`src/hdl/rdcm_pkg.sv`:
```
// ---------------------------------------------------------------------------
// rdcm_pkg
// Shared types, field widths and fixed-point constants of the drive command
// mixer. All fractions carry FRAC_BITS fraction bits; q_t and gain_t are signed, u_t is unsigned.
// ---------------------------------------------------------------------------
`timescale 1ns / 1ps
`default_nettype none

package rdcm_pkg;

    localparam int FRAC_BITS = 20;
    localparam int VAL_W     = 22;
    localparam int OUT_W     = 21;
    localparam int GAIN_W    = 21;
    localparam int ACCEL_W   = 19;
    localparam int DIST_W    = 16;
    localparam int DIR_W     = 8;
    localparam int LED_W     = 2;
    localparam int ACC_SHIFT = 10;

    localparam int IN_BITS   = 7 * VAL_W + ACCEL_W + DIST_W + DIR_W;
    localparam int IN_W      = ((IN_BITS + 7) / 8) * 8;
    localparam int OUT_BITS  = 2 * OUT_W + LED_W;
    localparam int OUTD_W    = ((OUT_BITS + 7) / 8) * 8;
    localparam int USER_W    = 2;

    typedef logic signed [VAL_W-1:0]  q_t;
    typedef logic signed [GAIN_W-1:0] gain_t;
    typedef logic [OUT_W-1:0]         u_t;

    typedef enum logic [1:0] {
        CFG_SPEED_OFFSET = 2'd0,
        CFG_ACCEL_GAIN   = 2'd1,
        CFG_NEAR_DIST    = 2'd2,
        CFG_FAR_DIST     = 2'd3
    } cfg_index_t;

    typedef enum logic [LED_W-1:0] {
        SPD_SLOW = 2'd0,
        SPD_MOD  = 2'd1,
        SPD_FAST = 2'd2
    } speed_t;

    typedef enum logic [1:0] {
        GEAR_DRIVE = 2'd0,
        GEAR_REV   = 2'd1,
        GEAR_AUTO  = 2'd2
    } gear_t;

    localparam longint ONE_L = 64'sd1 <<< FRAC_BITS;

    localparam q_t ONE_Q  = q_t'(ONE_L);
    localparam q_t HALF_Q = q_t'(ONE_L / 2);
    localparam u_t ONE_U  = u_t'(ONE_L);
    localparam u_t HALF_U = u_t'(ONE_L / 2);

    localparam q_t SW_LOW    = q_t'(-((951020 * ONE_L + 999999) / 1000000));
    localparam q_t SW_MID_LO = q_t'((8160 * ONE_L + 999999) / 1000000);
    localparam q_t SW_MID_HI = q_t'((8165 * ONE_L) / 1000000);
    localparam q_t THR_DEAD  = q_t'((8163 * ONE_L + 999999) / 1000000);

    localparam gain_t G_AUTO_SLOW = gain_t'((102510 * ONE_L + 500000) / 1000000);
    localparam gain_t G_AUTO_FAST = gain_t'((153765 * ONE_L + 500000) / 1000000);
    localparam gain_t G_SLOW      = gain_t'((51255 * ONE_L + 500000) / 1000000);
    localparam gain_t G_MOD       = gain_t'((128138 * ONE_L + 500000) / 1000000);
    localparam gain_t G_FAST      = gain_t'((256276 * ONE_L + 500000) / 1000000);

    localparam q_t B_AUTO_SLOW = q_t'((497489 * ONE_L + 500000) / 1000000);
    localparam q_t B_AUTO_FAST = q_t'((496234 * ONE_L + 500000) / 1000000);
    localparam q_t B_DRV_SLOW  = q_t'((548744 * ONE_L + 500000) / 1000000);
    localparam q_t B_DRV_MOD   = q_t'((621861 * ONE_L + 500000) / 1000000);
    localparam q_t B_DRV_FAST  = q_t'((743723 * ONE_L + 500000) / 1000000);
    localparam q_t B_REV_SLOW  = q_t'((451255 * ONE_L + 500000) / 1000000);
    localparam q_t B_REV_MOD   = q_t'((378138 * ONE_L + 500000) / 1000000);
    localparam q_t B_REV_FAST  = q_t'((256276 * ONE_L + 500000) / 1000000);

    localparam q_t LVL_MID  = q_t'((520000 * ONE_L + 500000) / 1000000);
    localparam q_t LVL_NEAR = q_t'((490000 * ONE_L + 500000) / 1000000);
    localparam q_t LVL_FAR  = q_t'((540000 * ONE_L + 500000) / 1000000);

    localparam q_t RST_SPEED_OFFSET = q_t'(52429);
    localparam q_t RST_ACCEL_GAIN   = q_t'(-15729);
    localparam logic [DIST_W-1:0] RST_NEAR = DIST_W'(15);
    localparam logic [DIST_W-1:0] RST_FAR  = DIST_W'(50);

endpackage

`default_nettype wire

```
`src/hdl/rc_drive_command_mixer.sv`:
```
// ---------------------------------------------------------------------------
// rc_drive_command_mixer
// Turns one frame of RC channels and sensor samples into a steering and a
// motor command, in RC or autonomous mode.
// ---------------------------------------------------------------------------
//  channel   dir  handshake            word
//  s_*       in   s_tvalid/s_tready    one frame of channels and sensors
//  m_*       out  m_tvalid/m_tready    servo, motor, led color, mode flags
//  cfg_*     in   cfg_valid/cfg_ready  register index and value
//
//  One word per cycle while the result is not stalled; every word passes the
//  input register, then the result register.
//  One multiplier for the throttle map and one for the acceleration term
//  sit between the two registers.
//  A stalled result holds; the input side keeps taking words as long as the
//  input register is empty or the result register is free or being emptied.
//  Reset clears valids and held steering and sets the config registers to their defaults.
`timescale 1ns / 1ps
`default_nettype none

module rc_drive_command_mixer (
    input  wire                                 clk,
    input  wire                                 rst_n,
    // steer_stick, throttle_stick, speed_switch, gear_switch, fast_key,
    // slow_key, drive_switch, accel_x, distance_cm, direction_index
    input  wire  [rdcm_pkg::IN_W-1:0]           s_tdata,
    input  wire                                 s_tvalid,
    output logic                                s_tready,
    // servo_value, motor_value, speed_color
    output logic [rdcm_pkg::OUTD_W-1:0]         m_tdata,
    // led_update, autonomous_mode
    output logic [rdcm_pkg::USER_W-1:0]         m_tuser,
    output logic                                m_tvalid,
    input  wire                                 m_tready,
    input  wire  rdcm_pkg::cfg_index_t          cfg_index,
    input  wire  [rdcm_pkg::VAL_W-1:0]          cfg_data,
    input  wire                                 cfg_valid,
    output logic                                cfg_ready
);

    localparam int VW = rdcm_pkg::VAL_W;
    localparam int FB = rdcm_pkg::FRAC_BITS;
    localparam int PROD_W = VW + rdcm_pkg::GAIN_W;
    localparam int LIN_W  = PROD_W - FB;
    localparam int ACCP_W = rdcm_pkg::ACCEL_W + VW;
    localparam int ACCT_W = ACCP_W - rdcm_pkg::ACC_SHIFT;
    localparam int SUM_W  = ACCT_W + 3;
    localparam int STR_W  = VW + 2;

    logic                          in_valid_reg;
    logic [rdcm_pkg::IN_BITS-1:0]  in_data_reg;
    logic                          out_valid_reg;
    rdcm_pkg::u_t                  servo_reg, servo_next;
    rdcm_pkg::u_t                  motor_reg, motor_next;
    rdcm_pkg::speed_t              led_reg, led_next;
    logic                          auto_reg;
    rdcm_pkg::u_t                  held_reg;
    rdcm_pkg::q_t                  offset_reg;
    rdcm_pkg::q_t                  accel_gain_reg;
    logic [rdcm_pkg::DIST_W-1:0]   near_reg;
    logic [rdcm_pkg::DIST_W-1:0]   far_reg;

    logic out_adv;
    logic advance;

    rdcm_pkg::q_t steer, thr, spd_sw, gear_sw, fast_k, slow_k, drive_sw;
    logic signed [rdcm_pkg::ACCEL_W-1:0] accel;
    logic [rdcm_pkg::DIST_W-1:0]         dist_cm;
    logic [rdcm_pkg::DIR_W-1:0]          dir;

    logic                      autonomous;
    rdcm_pkg::speed_t          spd;
    rdcm_pkg::gear_t           gear;
    rdcm_pkg::gain_t           gain;
    rdcm_pkg::q_t              base;
    rdcm_pkg::q_t              level;
    logic signed [PROD_W-1:0]  prod;
    logic signed [LIN_W-1:0]   lin_term;
    logic signed [ACCP_W-1:0]  acc_prod;
    logic signed [ACCT_W-1:0]  acc_term;
    logic signed [SUM_W-1:0]   motor_pre;
    logic signed [STR_W-1:0]   steer_diff;
    logic signed [STR_W-1:0]   steer_half;
    rdcm_pkg::u_t              steer_rc;

    assign out_adv   = !out_valid_reg || m_tready;
    assign advance   = in_valid_reg && out_adv;
    assign s_tready  = !in_valid_reg || out_adv;
    assign cfg_ready = 1'b1;

    assign steer    = rdcm_pkg::q_t'(in_data_reg[VW-1:0]);
    assign thr      = rdcm_pkg::q_t'(in_data_reg[2*VW-1:VW]);
    assign spd_sw   = rdcm_pkg::q_t'(in_data_reg[3*VW-1:2*VW]);
    assign gear_sw  = rdcm_pkg::q_t'(in_data_reg[4*VW-1:3*VW]);
    assign fast_k   = rdcm_pkg::q_t'(in_data_reg[5*VW-1:4*VW]);
    assign slow_k   = rdcm_pkg::q_t'(in_data_reg[6*VW-1:5*VW]);
    assign drive_sw = rdcm_pkg::q_t'(in_data_reg[7*VW-1:6*VW]);
    assign accel    = $signed(in_data_reg[7*VW+rdcm_pkg::ACCEL_W-1:7*VW]);
    assign dist_cm  = in_data_reg[7*VW+rdcm_pkg::ACCEL_W+rdcm_pkg::DIST_W-1:
                                  7*VW+rdcm_pkg::ACCEL_W];
    assign dir      = in_data_reg[rdcm_pkg::IN_BITS-1:
                                  rdcm_pkg::IN_BITS-rdcm_pkg::DIR_W];

    assign autonomous = drive_sw >= rdcm_pkg::ONE_Q;

    always_comb
    begin
        priority if (slow_k >= rdcm_pkg::ONE_Q)
            spd = rdcm_pkg::SPD_SLOW;
        else if (fast_k >= rdcm_pkg::ONE_Q)
            spd = rdcm_pkg::SPD_FAST;
        else if (spd_sw <= rdcm_pkg::SW_LOW)
            spd = rdcm_pkg::SPD_SLOW;
        else if (spd_sw >= rdcm_pkg::SW_MID_LO && spd_sw <= rdcm_pkg::SW_MID_HI)
            spd = rdcm_pkg::SPD_MOD;
        else if (spd_sw >= rdcm_pkg::ONE_Q)
            spd = rdcm_pkg::SPD_FAST;
        else
            spd = rdcm_pkg::SPD_SLOW;

        priority if (gear_sw <= rdcm_pkg::SW_LOW)
            gear = rdcm_pkg::GEAR_DRIVE;
        else if (gear_sw >= rdcm_pkg::SW_MID_LO && gear_sw <= rdcm_pkg::SW_MID_HI)
            gear = rdcm_pkg::GEAR_REV;
        else if (gear_sw >= rdcm_pkg::ONE_Q)
            gear = rdcm_pkg::GEAR_AUTO;
        else
            gear = rdcm_pkg::GEAR_DRIVE;
    end

    // pick slope and intercept; a flat half level uses a zero slope
    always_comb
    begin
        gain = '0;
        base = rdcm_pkg::HALF_Q;
        priority if (gear == rdcm_pkg::GEAR_AUTO)
        begin
            priority if (spd == rdcm_pkg::SPD_SLOW)
            begin
                gain = rdcm_pkg::G_AUTO_SLOW;
                base = rdcm_pkg::B_AUTO_SLOW;
            end
            else if (spd == rdcm_pkg::SPD_FAST)
            begin
                gain = rdcm_pkg::G_AUTO_FAST;
                base = rdcm_pkg::B_AUTO_FAST;
            end
            else
            begin
                gain = '0;
                base = rdcm_pkg::HALF_Q;
            end
        end
        else if (thr < rdcm_pkg::THR_DEAD)
        begin
            gain = '0;
            base = rdcm_pkg::HALF_Q;
        end
        else if (gear == rdcm_pkg::GEAR_DRIVE)
        begin
            priority if (spd == rdcm_pkg::SPD_SLOW)
            begin
                gain = rdcm_pkg::G_SLOW;
                base = rdcm_pkg::B_DRV_SLOW;
            end
            else if (spd == rdcm_pkg::SPD_MOD)
            begin
                gain = rdcm_pkg::G_MOD;
                base = rdcm_pkg::B_DRV_MOD;
            end
            else
            begin
                gain = rdcm_pkg::G_FAST;
                base = rdcm_pkg::B_DRV_FAST;
            end
        end
        else
        begin
            priority if (spd == rdcm_pkg::SPD_SLOW)
            begin
                gain = -rdcm_pkg::G_SLOW;
                base = rdcm_pkg::B_REV_SLOW;
            end
            else if (spd == rdcm_pkg::SPD_MOD)
            begin
                gain = -rdcm_pkg::G_MOD;
                base = rdcm_pkg::B_REV_MOD;
            end
            else
            begin
                gain = -rdcm_pkg::G_FAST;
                base = rdcm_pkg::B_REV_FAST;
            end
        end
    end

    always_comb
    begin
        priority if (dist_cm < far_reg && dist_cm > near_reg)
            level = rdcm_pkg::LVL_MID;
        else if (dist_cm <= near_reg)
            level = rdcm_pkg::LVL_NEAR;
        else
            level = rdcm_pkg::LVL_FAR;
    end

    assign prod     = PROD_W'(thr) * PROD_W'(gain);
    assign lin_term = LIN_W'((prod + (PROD_W'(1) <<< (FB - 1))) >>> FB);
    assign acc_prod = ACCP_W'(accel) * ACCP_W'(accel_gain_reg);
    assign acc_term = ACCT_W'((acc_prod + (ACCP_W'(1) <<< (rdcm_pkg::ACC_SHIFT - 1)))
                              >>> rdcm_pkg::ACC_SHIFT);

    assign motor_pre = autonomous
                     ? SUM_W'(level) + SUM_W'(offset_reg)
                     : SUM_W'(lin_term) + SUM_W'(base) + SUM_W'(acc_term)
                       + SUM_W'(offset_reg);

    always_comb
    begin
        priority if (motor_pre < 0)
            motor_next = '0;
        else if (motor_pre > SUM_W'(rdcm_pkg::ONE_Q))
            motor_next = rdcm_pkg::ONE_U;
        else
            motor_next = motor_pre[rdcm_pkg::OUT_W-1:0];
    end

    assign steer_diff = STR_W'(rdcm_pkg::ONE_Q) - STR_W'(steer) + STR_W'(1);
    assign steer_half = steer_diff >>> 1;

    always_comb
    begin
        priority if (steer_half < 0)
            steer_rc = '0;
        else if (steer_half > STR_W'(rdcm_pkg::ONE_Q))
            steer_rc = rdcm_pkg::ONE_U;
        else
            steer_rc = steer_half[rdcm_pkg::OUT_W-1:0];
    end

    always_comb
    begin
        servo_next = held_reg;
        if (!autonomous)
            servo_next = steer_rc;
        else if (dir == rdcm_pkg::DIR_W'(0))
            servo_next = rdcm_pkg::ONE_U;
        else if (dir == rdcm_pkg::DIR_W'(1))
            servo_next = rdcm_pkg::HALF_U;
        else if (dir == rdcm_pkg::DIR_W'(2))
            servo_next = '0;
        led_next = autonomous ? rdcm_pkg::SPD_SLOW : spd;
    end

    always_ff @(posedge clk or negedge rst_n)
    begin
        if (!rst_n)
        begin
            in_valid_reg   <= 1'b0;
            out_valid_reg  <= 1'b0;
            held_reg       <= '0;
            offset_reg     <= rdcm_pkg::RST_SPEED_OFFSET;
            accel_gain_reg <= rdcm_pkg::RST_ACCEL_GAIN;
            near_reg       <= rdcm_pkg::RST_NEAR;
            far_reg        <= rdcm_pkg::RST_FAR;
        end
        else
        begin
            if (s_tready)
                in_valid_reg <= s_tvalid;
            if (out_adv)
                out_valid_reg <= in_valid_reg;
            if (advance)
                held_reg <= servo_next;
            if (cfg_valid)
            begin
                unique case (cfg_index)
                    rdcm_pkg::CFG_SPEED_OFFSET: offset_reg     <= cfg_data;
                    rdcm_pkg::CFG_ACCEL_GAIN:   accel_gain_reg <= cfg_data;
                    rdcm_pkg::CFG_NEAR_DIST:    near_reg <= cfg_data[rdcm_pkg::DIST_W-1:0];
                    rdcm_pkg::CFG_FAR_DIST:     far_reg  <= cfg_data[rdcm_pkg::DIST_W-1:0];
                endcase
            end
        end
    end

    always_ff @(posedge clk)
    begin
        if (s_tready && s_tvalid)
            in_data_reg <= s_tdata[rdcm_pkg::IN_BITS-1:0];
        if (advance)
        begin
            servo_reg <= servo_next;
            motor_reg <= motor_next;
            led_reg   <= led_next;
            auto_reg  <= autonomous;
        end
    end

    assign m_tvalid = out_valid_reg;
    assign m_tdata  = {(rdcm_pkg::OUTD_W - rdcm_pkg::OUT_BITS)'(0), led_reg, motor_reg,
                       servo_reg};
    assign m_tuser  = {auto_reg, !auto_reg};

endmodule

`default_nettype wire

```
`config.mk`:
```
export PLATFORM = sky130hd
export DESIGN_NAME = rc_drive_command_mixer
export DESIGN_NICKNAME = d
export VERILOG_FILES = /design/src/hdl/rdcm_pkg.sv /design/src/hdl/rc_drive_command_mixer.sv
export SDC_FILE = /design/constraint.sdc
export NUM_CORES = 2
export LEC_CHECK = 0
export BUFFER_PORTS_ARGS = -buffer_cell sky130_fd_sc_hd__buf_2
export CAP_MARGIN = 40
export CORE_MARGIN = 5
export CORE_UTILIZATION = 25
export DETAILED_ROUTE_END_ITERATION = 16
export PLACE_DENSITY_LB_ADDON = 0.1
export SLEW_MARGIN = 20
export SYNTH_ARGS = -nofsm -noshare
export SYNTH_HDL_FRONTEND = slang
export SYNTH_SLANG_ARGS = --single-unit
```
`constraint.sdc`:
```
create_clock -name clk -period 15.6 [get_ports clk]
set_clock_uncertainty 0.2 [all_clocks]
set_input_delay 0.78 -clock clk [delete_from_list [all_inputs] [get_ports clk]]
set_output_delay 0.78 -clock clk [all_outputs]
set_load 0.03 [all_outputs]
```
== Word-level counts from Yosys, hierarchy flattened ==
Cells that the tools add are included.

* Memories: 0
* Bits in writable memories: 0
* Memory bits (read-only): 0
* Input bits: 229
* Output and inout bits: 53
* Register bits: 341
* Logic and storage cells: 105
* Bits in latches: 0

* Divide/modulo/power cells: 0
* Equality and inequality tests: 8
* Bitwise gates (word level): 0
* Mux-type cells: 36
* $lt $le $gt $ge: 19
* Reduce and logical (&&, ||, !) cells: 19
* Add/sub/neg operators: 8
* Multipliers: 2
* Shift operators: 0

{| class="wikitable"
|+ Operators with widths
! kind !! count
|-
| $mux 21 || 10
|-
| $ge 22x22->1 const B || 5
|-
| $mux 18 || 6
|-
| $mux 20 || 4
|-
| $mux 19 || 4
|-
| $mux 22 || 3
|-
| $ge 22x15->1 const B || 2
|-
| $le 22x15->1 const B || 2
|-
| $le 22x21->1 const B || 2
|-
| $add 43x21->43 const B || 1
|-
| $mul 22x21->43 || 1
|-
| $add 41x11->41 const B || 1
|-
| $mul 19x22->41 || 1
|-
| $gt 34x22->1 const B || 1
|-
| $lt 34x1->1 const B || 1
|-
| $mux 34 || 1
|-
| $add 32x22->33 || 1
|-
| $add 24x31->32 || 1
|-
| $add 23x2->24 const B || 1
|-
| $add 23x22->24 || 1
|-
| $add 21x22->23 || 1
|-
| $gt 23x22->1 const B || 1
|-
| $lt 23x1->1 const B || 1
|-
| $sub 22x22->23 const A || 1
|-
| 16 further kinds || 39
|}

== Longest topological paths before layout ==
* Depth after elaboration: 20
* Gate-level depth with buffers: 51
* Depth with buffers taken out: 48

== Worst setup path after synthesis ==
OpenSTA, ideal clock, no wires.

* Path kind: register -> register
* Start point: register in_data_reg[33] (netlist bit)
* End point: register motor_reg[2], data pin
* Stages on the path, launching flop included: 49
* Arrival time: 12.242 ns
* Path slack: 2.955 ns
* Clock period less this slack: 12.645 ns
* Cells stage by stage: edfxtp_1 > clkbuf_1 > o41ai_1 > and3_1 > and2_1 > or3_1 > clkbuf_1 > or4_1 > clkbuf_1 > nand2_1 > clkbuf_1 > and2_1 > fa_1 > inv_1 > fa_1 > fa_1 > inv_1 > fa_1 > (+13 left out) > o21bai_1 > a21o_1 > xnor2_1 > fa_1 > fa_1 > ha_1 > clkbuf_1 > o21ai_0 > o21ba_1 > a211oi_1 > a311o_1 > nor2_1 > mux2_1 > a21o_1 > a2111oi_1 > a41oi_1 > buf_2 > a2111oi_1

* Longest elaborated chain between the ends: 11
* Elaborated cells on any way between the ends: 14
* Classes of those cells: add/sub: 4; mul: 1; order compare: 3; mux: 5; reduce/logical: 1

{| class="wikitable"
|+ Ends and longest elaborated chain
! element !! RTL line !! source
|-
| start, declared || rc_drive_command_mixer.sv:51 || <nowiki>logic [rdcm_pkg::IN_BITS-1:0] in_data_reg;</nowiki>
|-
| start signal, assigned || rc_drive_command_mixer.sv:290 || <nowiki>in_data_reg <= s_tdata[rdcm_pkg::IN_BITS-1:0];</nowiki>
|-
| $lt 22x15->1 || rc_drive_command_mixer.sv:154 || <nowiki>else if (thr < rdcm_pkg::THR_DEAD)</nowiki>
|-
| $mux 21 || rc_drive_command_mixer.sv:154 ||
|-
| $mux 21 || rc_drive_command_mixer.sv:136 || <nowiki>priority if (gear == rdcm_pkg::GEAR_AUTO)</nowiki>
|-
| $mul 22x21->43 || rc_drive_command_mixer.sv:207 || <nowiki>assign prod = PROD_W'(thr) * PROD_W'(gain);</nowiki>
|-
| $add 43x21->43 || rc_drive_command_mixer.sv:208 || <nowiki>assign lin_term = LIN_W'((prod + (PROD_W'(1) <<< (FB - 1))) >>> FB);</nowiki>
|-
| $add 23x22->24 * || rc_drive_command_mixer.sv:215 || <nowiki>: SUM_W'(lin_term) + SUM_W'(base) + SUM_W'(acc_term)</nowiki>
|-
| $add 24x31->32 * || rc_drive_command_mixer.sv:215 ||
|-
| $add 32x22->33 * || rc_drive_command_mixer.sv:216 || <nowiki>+ SUM_W'(offset_reg);</nowiki>
|-
| $mux 34 * || rc_drive_command_mixer.sv:214 || <nowiki>? SUM_W'(level) + SUM_W'(offset_reg)</nowiki>
|-
| $lt 34x1->1 / $gt 34x22->1 (equally long branches) || rc_drive_command_mixer.sv:220, rc_drive_command_mixer.sv:222 ||
|-
| $reduce_or 2->1 (no line) || n/a ||
|-
| end signal, assigned || rc_drive_command_mixer.sv:294 || <nowiki>motor_reg <= motor_next;</nowiki>
|-
| end, declared || rc_drive_command_mixer.sv:54 || <nowiki>rdcm_pkg::u_t motor_reg, motor_next;</nowiki>
|}

Mark *: on every way between the ends. The rest lies on a longest branch, timed or not.
A chain may end at the register's enable or synchronous reset.

== Worst setup path after layout ==
* Start point: register in_data_reg[32] (netlist bit)
* End point: register motor_reg[3], data pin

The elaborated chain is that of the path after synthesis.

==> results.json <==
{
  "clkSinkCount": 280,
  "synth_edf_count": 181,
  "gp_congestion": 0.813,
  "rsz0062_at_grt": "no",
  "final_nets": 6475,
  "clock_path_buffers": 3,
  "cts_inserted_buffers": 41,
  "synth_top_flop_cell": "edfxtp_1",
  "synth_warnings": 0,
  "netlist_instances": 4772,
  "slowest_stage": "or4_1",
  "status": "completed",
  "cp_max_fo": 19,
  "cp-start-kind": "register",
  "path_class": "reg -> reg",
  "mostFrequentLayoutCell": "inv_1",
  "ys_seq_elements": 280,
  "wl_per_cell_um": 20.1,
  "die_area_um2": 197000,
  "drv_cap": 0,
  "cts-root-buf": "clkbuf_16",
  "finalSetupViolations": 0,
  "worstPathRequired_ns": 15.83,
  "vias": 32200,
  "ant_nets": 0,
  "largest_reg_flops": 136,
  "avgSynthCellArea_um2": 9.85,
  "slew-limit-headroom": 0.418,
  "first_pass_iters": 7,
  "gr-total-overflow": 0,
  "crit_top_cell": "fa_1",
  "h-tree-depth": 2,
  "tightest_slew_ns": 0.870,
  "grt_pass1_vias": 35400,
  "slew_viol_final": 0,
  "antenna_found_initial": 17,
  "portBuffers": 212,
  "critPathArrivalTime_ns": 14.80,
  "yosys.cell_types.count": 86,
  "viasPerCell": 4.28,
  "clk_pin_slew_ns": 0.07,
  "fmaxAchievable_ghz": 0.0686,
  "ctsResizeCount": 0,
  "fp.coreArea_um2": 187000,
  "die_y_um": 444,
  "grt_pass1_wl_um": 232000,
  "ys_seq_area_frac": 0.169,
  "critPathMaxStageDelay_ns": 0.74,
  "fin_crit_ns": 14.57,
  "synth_area_um2": 47000,
  "drive_gt1_frac": 0.109,
  "hold_viol": 0,
  "crit_path_end_kind": "register",
  "start_util": 0.251,
  "setup_tns_ns": 0,
  "drt_wl_total_um": 151000,
  "drcViolationCount": 0,
  "cts_tree": "done",
  "grtUsageTotal": 0.156,
  "rows": 159,
  "finalCritPeriodShare": 0.934,
  "die_w_um": 444,
  "worst_hold_path_type": "in -> reg",
  "num_io_pins": 282,
  "drtIter0Drc": 1332,
  "syn_to_final_growth_pct": 12.8,
  "clk_latency_ns": 0.66,
  "grt_max_degree": 51,
  "final_cell_mix": "inv_1 (1129), fa_1 (951), nand2_1 (559)",
  "hpwl_um": 125000,
  "async_flop_share": 0.354
}
==> path summary, 6_finish.rpt <==
path | start | to | slack [ns] | cells past startpoint
max in group asynchronous | rst_n | accel_gain_reg[20] | 13.50 | 4
setup reg to reg | in_data_reg[32] | motor_reg[3] | 1.03 | 46
setup / recovery | in_data_reg[32] | motor_reg[3] | 1.03 | 46
hold / removal | s_tdata[34] | in_data_reg[34] | 0.09 | 1
min in group asynchronous | rst_n | accel_gain_reg[6] | 0.52 | 2
hold reg to reg | in_valid_reg | m_tvalid | 0.28 | 1
==> area by class of cell <==
cell class | count | area (um^2)
fill | 20000 | 134000
multi-input combinational | 3170 | 34100
sequential | 280 | 7950
inverter | 1135 | 4260
tap | 2495 | 3120
timing repair buffer | 354 | 2270
clock buffer | 52 | 1160
clock inverter | 23 | 163
antenna | 7 | 17.5
==> what timing repair did <==
item                      CTS  global route
buffers inserted            0             0
hold buffers                1             0
hold endpoints to repair   25             0
==> critical path, delay by kind of cell, from the launching register on <==
family          cells  cell delay, ns
fa+ha+maj          11            5.00
simple gates       13            3.82
compound gates     11            3.10
buf+inv             9            1.36
mux                 1            0.33
flops               1            0.32
xor+xnor            1            0.21
==> synth_stat cells (36+ instances only) <==
cell type  instances  area share
a21oi_1          106       0.011
inv_1           1129       0.090
a22o_1            36      0.0067
nand2b_1          68      0.0090
nor3_1            50      0.0053
clkbuf_1         179       0.014
and2_1           270       0.036
a21o_1            46      0.0073
xnor2_1           81       0.015
xor2_1            36      0.0067
fa_1             951        0.40
nor2_1           110      0.0088
nor2b_1           40      0.0053
ha_1             313       0.083
mux2_2            71       0.017
nand2_1          559       0.045
edfxtp_1         181        0.12
dfrtp_1           69       0.037
o21ai_0           67      0.0071
==> cell families after synthesis <==
kind of cell	count (synthesis)	share of synthesized area
multiplexers	89	0.0209
other	2	0.000160
flip-flops	280	0.169
AND/OR/NAND/NOR	1244	0.129
adder cells (fa/ha/maj)	1264	0.488
buffers and inverters	1338	0.108
XOR/XNOR	117	0.0218
AO/OA/AOI/OAI	438	0.0625
==> through the flow <==
| stage | hold WS [ns] | instances | setup slack (ns) | utilization | cell area (um^2) |
|---|---|---|---|---|---|
| floorplan | 0.249 | 4788 | 2.95 | - | 47100 |
| global placement | 0.266 | 7411 | 0.882 | 0.274 | 51400 |
| detailed placement | 0.269 | 7431 | 0.824 | 0.276 | 51700 |
| CTS | 0.0122 | 7507 | 0.724 | 0.283 | 53000 |
| global route | 0.0325 | 7514 | 0.0327 | 0.283 | 53000 |
| finish | 0.0942 | 7516 | 1.03 | 0.283 | 53100 |
==> per-layer routing <==
metal  vias up  routed length (um)  track usage
met4         2                3450       0.0346
met3       131                4940       0.0199
met2       491               72400        0.262
met5         -                  11            0
li1      15000                   -            -
met1     16600               69900        0.216
Power is left out: the tool's default activity adds up to more than one toggle a clock period on the data nets, which glitch-free logic cannot reach.
